### src/hdl/fsbc_pkg.sv
`timescale 1ns / 1ps

package fsbc_pkg;

    localparam int NUM_PLANES_DEF = 6;
    localparam int COORD_W        = 32;
    localparam int NORM_W         = 18;
    localparam int FRAC_W         = 16;
    localparam int PROD_W         = COORD_W + NORM_W;
    localparam int SUM_W          = PROD_W + 2;
    localparam int THR_W          = COORD_W + 2;

    typedef enum logic [1:0] {
        OP_LOAD   = 2'd0,
        OP_SPHERE = 2'd1,
        OP_BOX    = 2'd2
    } op_t;

    typedef struct packed {
        logic signed [NORM_W-1:0]  nx;
        logic signed [NORM_W-1:0]  ny;
        logic signed [NORM_W-1:0]  nz;
        logic signed [COORD_W-1:0] offset;
    } plane_t;

    typedef struct packed {
        logic                      is_box;
        logic signed [COORD_W-1:0] ax;
        logic signed [COORD_W-1:0] ay;
        logic signed [COORD_W-1:0] az;
        logic signed [COORD_W-1:0] bx;
        logic signed [COORD_W-1:0] by;
        logic signed [COORD_W-1:0] bz;
        logic signed [COORD_W-1:0] extra;
    } query_t;

    // clamp a Q16.16 component into the Q2.16 normal range
    function automatic logic signed [NORM_W-1:0] sat_norm(input logic signed [COORD_W-1:0] v);
        logic signed [COORD_W-1:0] hi;
        logic signed [COORD_W-1:0] lo;
        hi = COORD_W'((1 << (NORM_W - 1)) - 1);
        lo = -COORD_W'(1 << (NORM_W - 1));
        if (v > hi)
        begin
            return hi[NORM_W-1:0];
        end
        else if (v < lo)
        begin
            return lo[NORM_W-1:0];
        end
        return v[NORM_W-1:0];
    endfunction

endpackage

### src/hdl/fsbc_plane_store.sv
`timescale 1ns / 1ps

module fsbc_plane_store #(
    parameter int NUM_PLANES = fsbc_pkg::NUM_PLANES_DEF
) (
    input  logic                                clk,
    input  logic                                rst_n,
    input  logic                                wr_en,
    input  logic [2:0]                          wr_index,
    input  logic signed [fsbc_pkg::COORD_W-1:0] wr_nx,
    input  logic signed [fsbc_pkg::COORD_W-1:0] wr_ny,
    input  logic signed [fsbc_pkg::COORD_W-1:0] wr_nz,
    input  logic signed [fsbc_pkg::COORD_W-1:0] wr_offset,
    output fsbc_pkg::plane_t                    planes [NUM_PLANES]
);
    import fsbc_pkg::*;

    plane_t wr_plane;

    always_comb
    begin
        wr_plane.nx     = sat_norm(wr_nx);
        wr_plane.ny     = sat_norm(wr_ny);
        wr_plane.nz     = sat_norm(wr_nz);
        wr_plane.offset = wr_offset;
    end

    // an index beyond the plane count matches no slot and is dropped
    for (genvar p = 0; p < NUM_PLANES; p++)
    begin : g_plane
        plane_t plane_reg;

        always_ff @(posedge clk or negedge rst_n)
        begin
            if (!rst_n)
            begin
                plane_reg <= '0;
            end
            else if (wr_en && (32'(wr_index) == p))
            begin
                plane_reg <= wr_plane;
            end
        end

        assign planes[p] = plane_reg;
    end

endmodule

### config.mk
export PLATFORM = sky130hd
export DESIGN_NAME = fsbc_plane_store
export DESIGN_NICKNAME = d
export VERILOG_FILES = /design/src/hdl/fsbc_pkg.sv /design/src/hdl/fsbc_plane_store.sv
export SDC_FILE = /design/constraint.sdc
export NUM_CORES = 1
export LEC_CHECK = 0
export ABC_CLOCK_PERIOD_IN_PS = 1000
export BUFFER_PORTS_ARGS = -buffer_cell sky130_fd_sc_hd__buf_4
export CORE_AREA = 2 2 252 254
export DETAILED_ROUTE_END_ITERATION = 12
export DIE_AREA = 0 0 254 256
export SYNTH_ARGS = -nofsm -noshare
export SYNTH_HDL_FRONTEND = slang
export SYNTH_SLANG_ARGS = --single-unit
### constraint.sdc
create_clock -name clk -period 1 [get_ports clk]
set_input_delay 0.1 -clock clk [delete_from_list [all_inputs] [get_ports clk]]
set_output_delay 0.1 -clock clk [all_outputs]
set_load 0.01 [all_outputs]
* Yosys cells after proc, flatten, opt, wreduce, memory -nomap -nowiden
Cells that the tools add are included.
** Cells by class
- Reduce and logical (&&, ||, !) cells :: 7
- Equality and inequality tests :: 5
- $lt $le $gt $ge :: 6
- Mux-type cells :: 15
** Operators by type and width (number)
- 18-bit 2-to-1 mux :: 9
- 32-bit by 18-bit greater-than comparator with 1-bit output (second input constant) :: 3
- 32-bit by 18-bit < comparator with 1-bit output (second input constant) :: 3
- 3-bit by 2-bit == test with 1-bit output (second input constant) :: 2
- 3-bit == test (second input constant) :: 2
- 1-bit logical AND :: 6
- 1-bit 2-to-1 mux :: 6
- 3-bit by 1-bit == test with 1-bit output (second input constant) :: 1
- 3-bit zero test :: 1
** Word-level totals
- Output and inout port bits :: 516
- Flip-flop bits (word level) :: 516
- Bits of input ports :: 134
- Logic and storage cells :: 57

* Longest topological paths before layout
- Depth after elaboration :: 4
- Depth in mapped cells :: 6
- Depth with buffers taken out :: 4

* Least setup slack after synthesis
OpenSTA, ideal clock, no wires.
- Kind :: input -> register
- Start :: in wr_index[0]
- End :: reg g_plane[4].plane_reg, in the netlist planes[161]
- Data arrival time :: 1.230 ns
- Path slack :: -0.356 ns
- Path buffers :: 3
- Data required time :: 0.874 ns
- Library setup time :: 0.126 ns
- Stages on the path :: 6
- Cells stage by stage :: nor2_1 > nand3_1 > buf_4 > buf_2 > clkbuf_1 > a221o_1
** Between the ends
- Longest elaborated chain between the ends :: 2
** RTL lines
- start, declared :: line fsbc_plane_store.sv:9 : input logic [2:0] wr_index,
- 3-bit == test :: line fsbc_plane_store.sv:39 : else if (wr_en && (32'(wr_index) == p))
- 1-bit logical AND :: line fsbc_plane_store.sv:39
- end signal, assigned :: line fsbc_plane_store.sv:41 : plane_reg <= wr_plane;
- end, declared :: line fsbc_plane_store.sv:31 : plane_t plane_reg;
No other way between the ends.
A chain may end at the register's enable or synchronous reset.

* Worst setup path in the final report
- Start :: reg g_plane[2].plane_reg, in the netlist planes[323]
- End :: out planes[323] in the netlist's numbering
** RTL lines
- start, declared :: line fsbc_plane_store.sv:31
- start signal, assigned :: line fsbc_plane_store.sv:41
- end, declared :: line fsbc_plane_store.sv:14 : output fsbc_pkg::plane_t planes [NUM_PLANES]
No word-level cell between the ends.

==> metrics.md <==
| Metric | Value |
|---|---|
| Row count | `92` |
| Mapped Area | `0.0196 mm²` |
| Sequential share of power | `39.1%` |
| Final setup viols | `591` |
| CP required | `approximately 900 ps` |
| Placed inst area | `0.0265 mm²` |
| Cells after DPL | `2709` |
| Via-to-Cell Ratio | `between 5 and 6` |
| Min Hold Slack | `79.7 ps` |
| P_int | `53.7 mW` |
| Global-route wire length before repair | `118000 µm` |
| Post-DP HPWL | `about 54000 µm` |
| Most used DFF post-synth | `dfrtp_1` |
| Worst-path clk slew | `around 60 ps` |
| Worst-margin pin slew | `787 ps` |
| Synthesized Nets | `1346` |
| CP arrival | `1190 ps` |
| WP buf/inv | `1` |
| Yosys cell types | `22` |
| VDD IR-drop max | `1.56 mV` |
| Synth Register Bits | `516` |
| Layout Cells excl Fill | `between 3000 and 4000` |
| Cts bufs inserted | `54` |
| Post-Route WL | `about 83000 µm` |
| MaxCap Viol Count | `0` |
| Slew headroom | `47.4%` |
| Clock group share of total power | `27.1%` |
| Leakage power figure | `about 16 nW` |
| RSZ-0062 raised after global routing | `true` |
| ANT nets after route | `0` |
| Drt drc | `0` |
| Clock latency on the worst-skew pair | `590 ps` |
| Die ar. | `0.0650 mm²` |
| Leading area contributor after synthesis | `dfrtp_1` |
| Failing checks | `setup timing` |
| Syn_area_per_cell | `16.2 µm²` |
| WL/cell | `25.8 µm` |
| Initial antenna violation count | `1` |
| Most frequent cell after synthesis | `dfrtp_1` |
| Gp weighted congestion | `0.871` |
| Sw Share | `28.7%` |
| Gate Count Post-Synth | `1212` |
| Initial core utilization | `31.5%` |
| Post-synth ARST share | `100%` |
| Cells on worst reg2reg path | `3` |
| Post-layout nets | `2469` |
| Global route overflow | `0` |
| Fill count | `4889` |
| CTS tree | `built` |
| DIE WIDTH | `between 200 and 300 µm` |
| Layout area overhead | `77.1%` |
| Total track usage | `a little under a quarter` |
| Switching power | `21.6 mW` |
| Area contributors post-synth | `dfrtp_1, a221o_1, mux2_2` |
| Tmin final | `1290 ps` |
| CP endpoint kind | `primary output` |
| Commonest cells in the netlist | `dfrtp_1, a221o_1, mux2_2` |
| Vias | `roughly 17000` |
| Die height | `around 260 µm` |
| Total Power | `75.4 mW` |
| I/O pins | `650` |
| Clk_skew | `0 ps` |
| PwrDens | `2170 mW/mm²` |
| Yosys top cell area share | `65.8%` |
| First drt pass iteration count | `5` |
| Setup ws final | `-286 ps` |
| Critical-path cell list | `buf_6` |
| CP peak stage delay | `~430 ps` |
| YS warnings | `0` |
| Vias in the first global route | `~18000` |
| Core area | `0.0624 mm²` |
| Finished Core Util | `55.7%` |
| Setup TNS | `-115860 ps` |
| Pin count of the biggest net entering global routing | `105` |
| Worst path depth | `1` |
| Clk buf depth | `3` |
| Hold WC Path Type | `in2async` |
| DRT iter0 DRCs | `1162` |
| Max H-tree Level | `2` |
| CP Max Fanout | `2` |
| Setup slack after placement | `-1210 ps` |
| Post-synth EDFFs | `0` |
| Critical path class | `reg2out` |
| Status | `finished, violations left` |
| Fin. Hold Viols | `0` |
| Crit path max-delay family | `flip-flops` |
| Worst setup SP type | `flop` |
| Seq/Total Area, Yosys | `65.8%` |
| Share of layout cells above drive strength 1 | `60.7%` |
| Fin crit share | `129%` |
| I/O Buffers | `about 650` |
| Final instance area | `0.0348 mm²` |
| R2r startpoint | `planes[315]` |
| CP max stage cell | `dfrtp_1` |
| Worst reg2reg setup slack | `-80 ps` |
| Max reg flops | `a little over 500` |
| Final Max Slew Viols | `0` |
| TritonCTS Sinks | `between 500 and 600` |
| Fmax | `between 700 and 800 MHz` |
| Worst R2R End | `planes[315]` |
| Clock root buffer | `clkbuf_16` |
| Logic pwr share | `33.8%` |
worst reg2reg max path: stages (launching register included):
cell and delay (ps):
dfrtp_1 390, buf_4 140, buf_4 120, a221o_1 320
layout by cell type, fill, tap and decap left out, drive strengths merged, types with 9 or more instances in the layout:
master,count
a221o,306
dlygate4sd3,84
mux2,210
buf,1077
clkbuf,98
nor4,9
nor2,19
dfrtp,516
nor3,21
nand4,9
power by group through the flow:
stage               clock network [mW]  logic, mW  registers, mW
detailed placement                   0       18.0           28.8
CTS                               20.7       23.9           29.2
global placement                     0       17.8           28.7
floorplan                            0       4.97           30.3
global route                      21.6       26.8           29.9
finish                            20.4       25.5           29.5
final cells by class:
| class | count | area [µm²] | share of cell area (%) |
|---|---|---|---|
| clock inverters | 13 | 103 | 0.295 |
| repair buffers | 1172 | 12500 | 35.9 |
| diodes | 1 | 2.50 | 0.00720 |
| clock buffers | 87 | 1710 | 4.91 |
| flip-flops and latches | 516 | 12900 | 37.1 |
| well taps | 846 | 1060 | 3.04 |
| multi-input cells | 591 | 6490 | 18.7 |
repair_timing:
item / 4_1_cts / 5_1_grt
gates cloned: 4 / 14
hold buffers: 84 / 0
pin swaps: 25 / 128
resized for setup: 557 / 119
endpoints found under the setup margin: 841 / 906
buffers inserted: 233 / 134
endpoints found under the hold margin: 1014 / 0
worst max-delay path by stage:
stage / start / endpoint
after CTS: planes[322] / planes[322]
final: planes[323] / planes[323]
after global placement: wr_nz[25] / planes[122]
after global routing: planes[323] / planes[323]
after detailed placement: wr_index[2] / planes[297]
after floorplan: wr_nz[28] / planes[125]
cell families after synthesis:
family / after synthesis / share of synthesized area [%]
AOI/OAI and AO/OA: 309 / 15.8
buffers and inverters: 105 / 3.31
DFF: 516 / 65.8
muxes: 210 / 12.0
and+or+nand+nor: 72 / 3.07
layer usage:
metal | global-route usage [%] | up-vias | share of wire (%)
met5 | 0 | - | 0
met4 | 10.6 | 0 | 4.0
met3 | 7.46 | 205 | 9.4
met2 | 38.8 | 960 | 48
met1 | 29.3 | 8803 | 38
li1 | - | 7124 | -
Note: power is estimated with default switching activity, not from simulation.
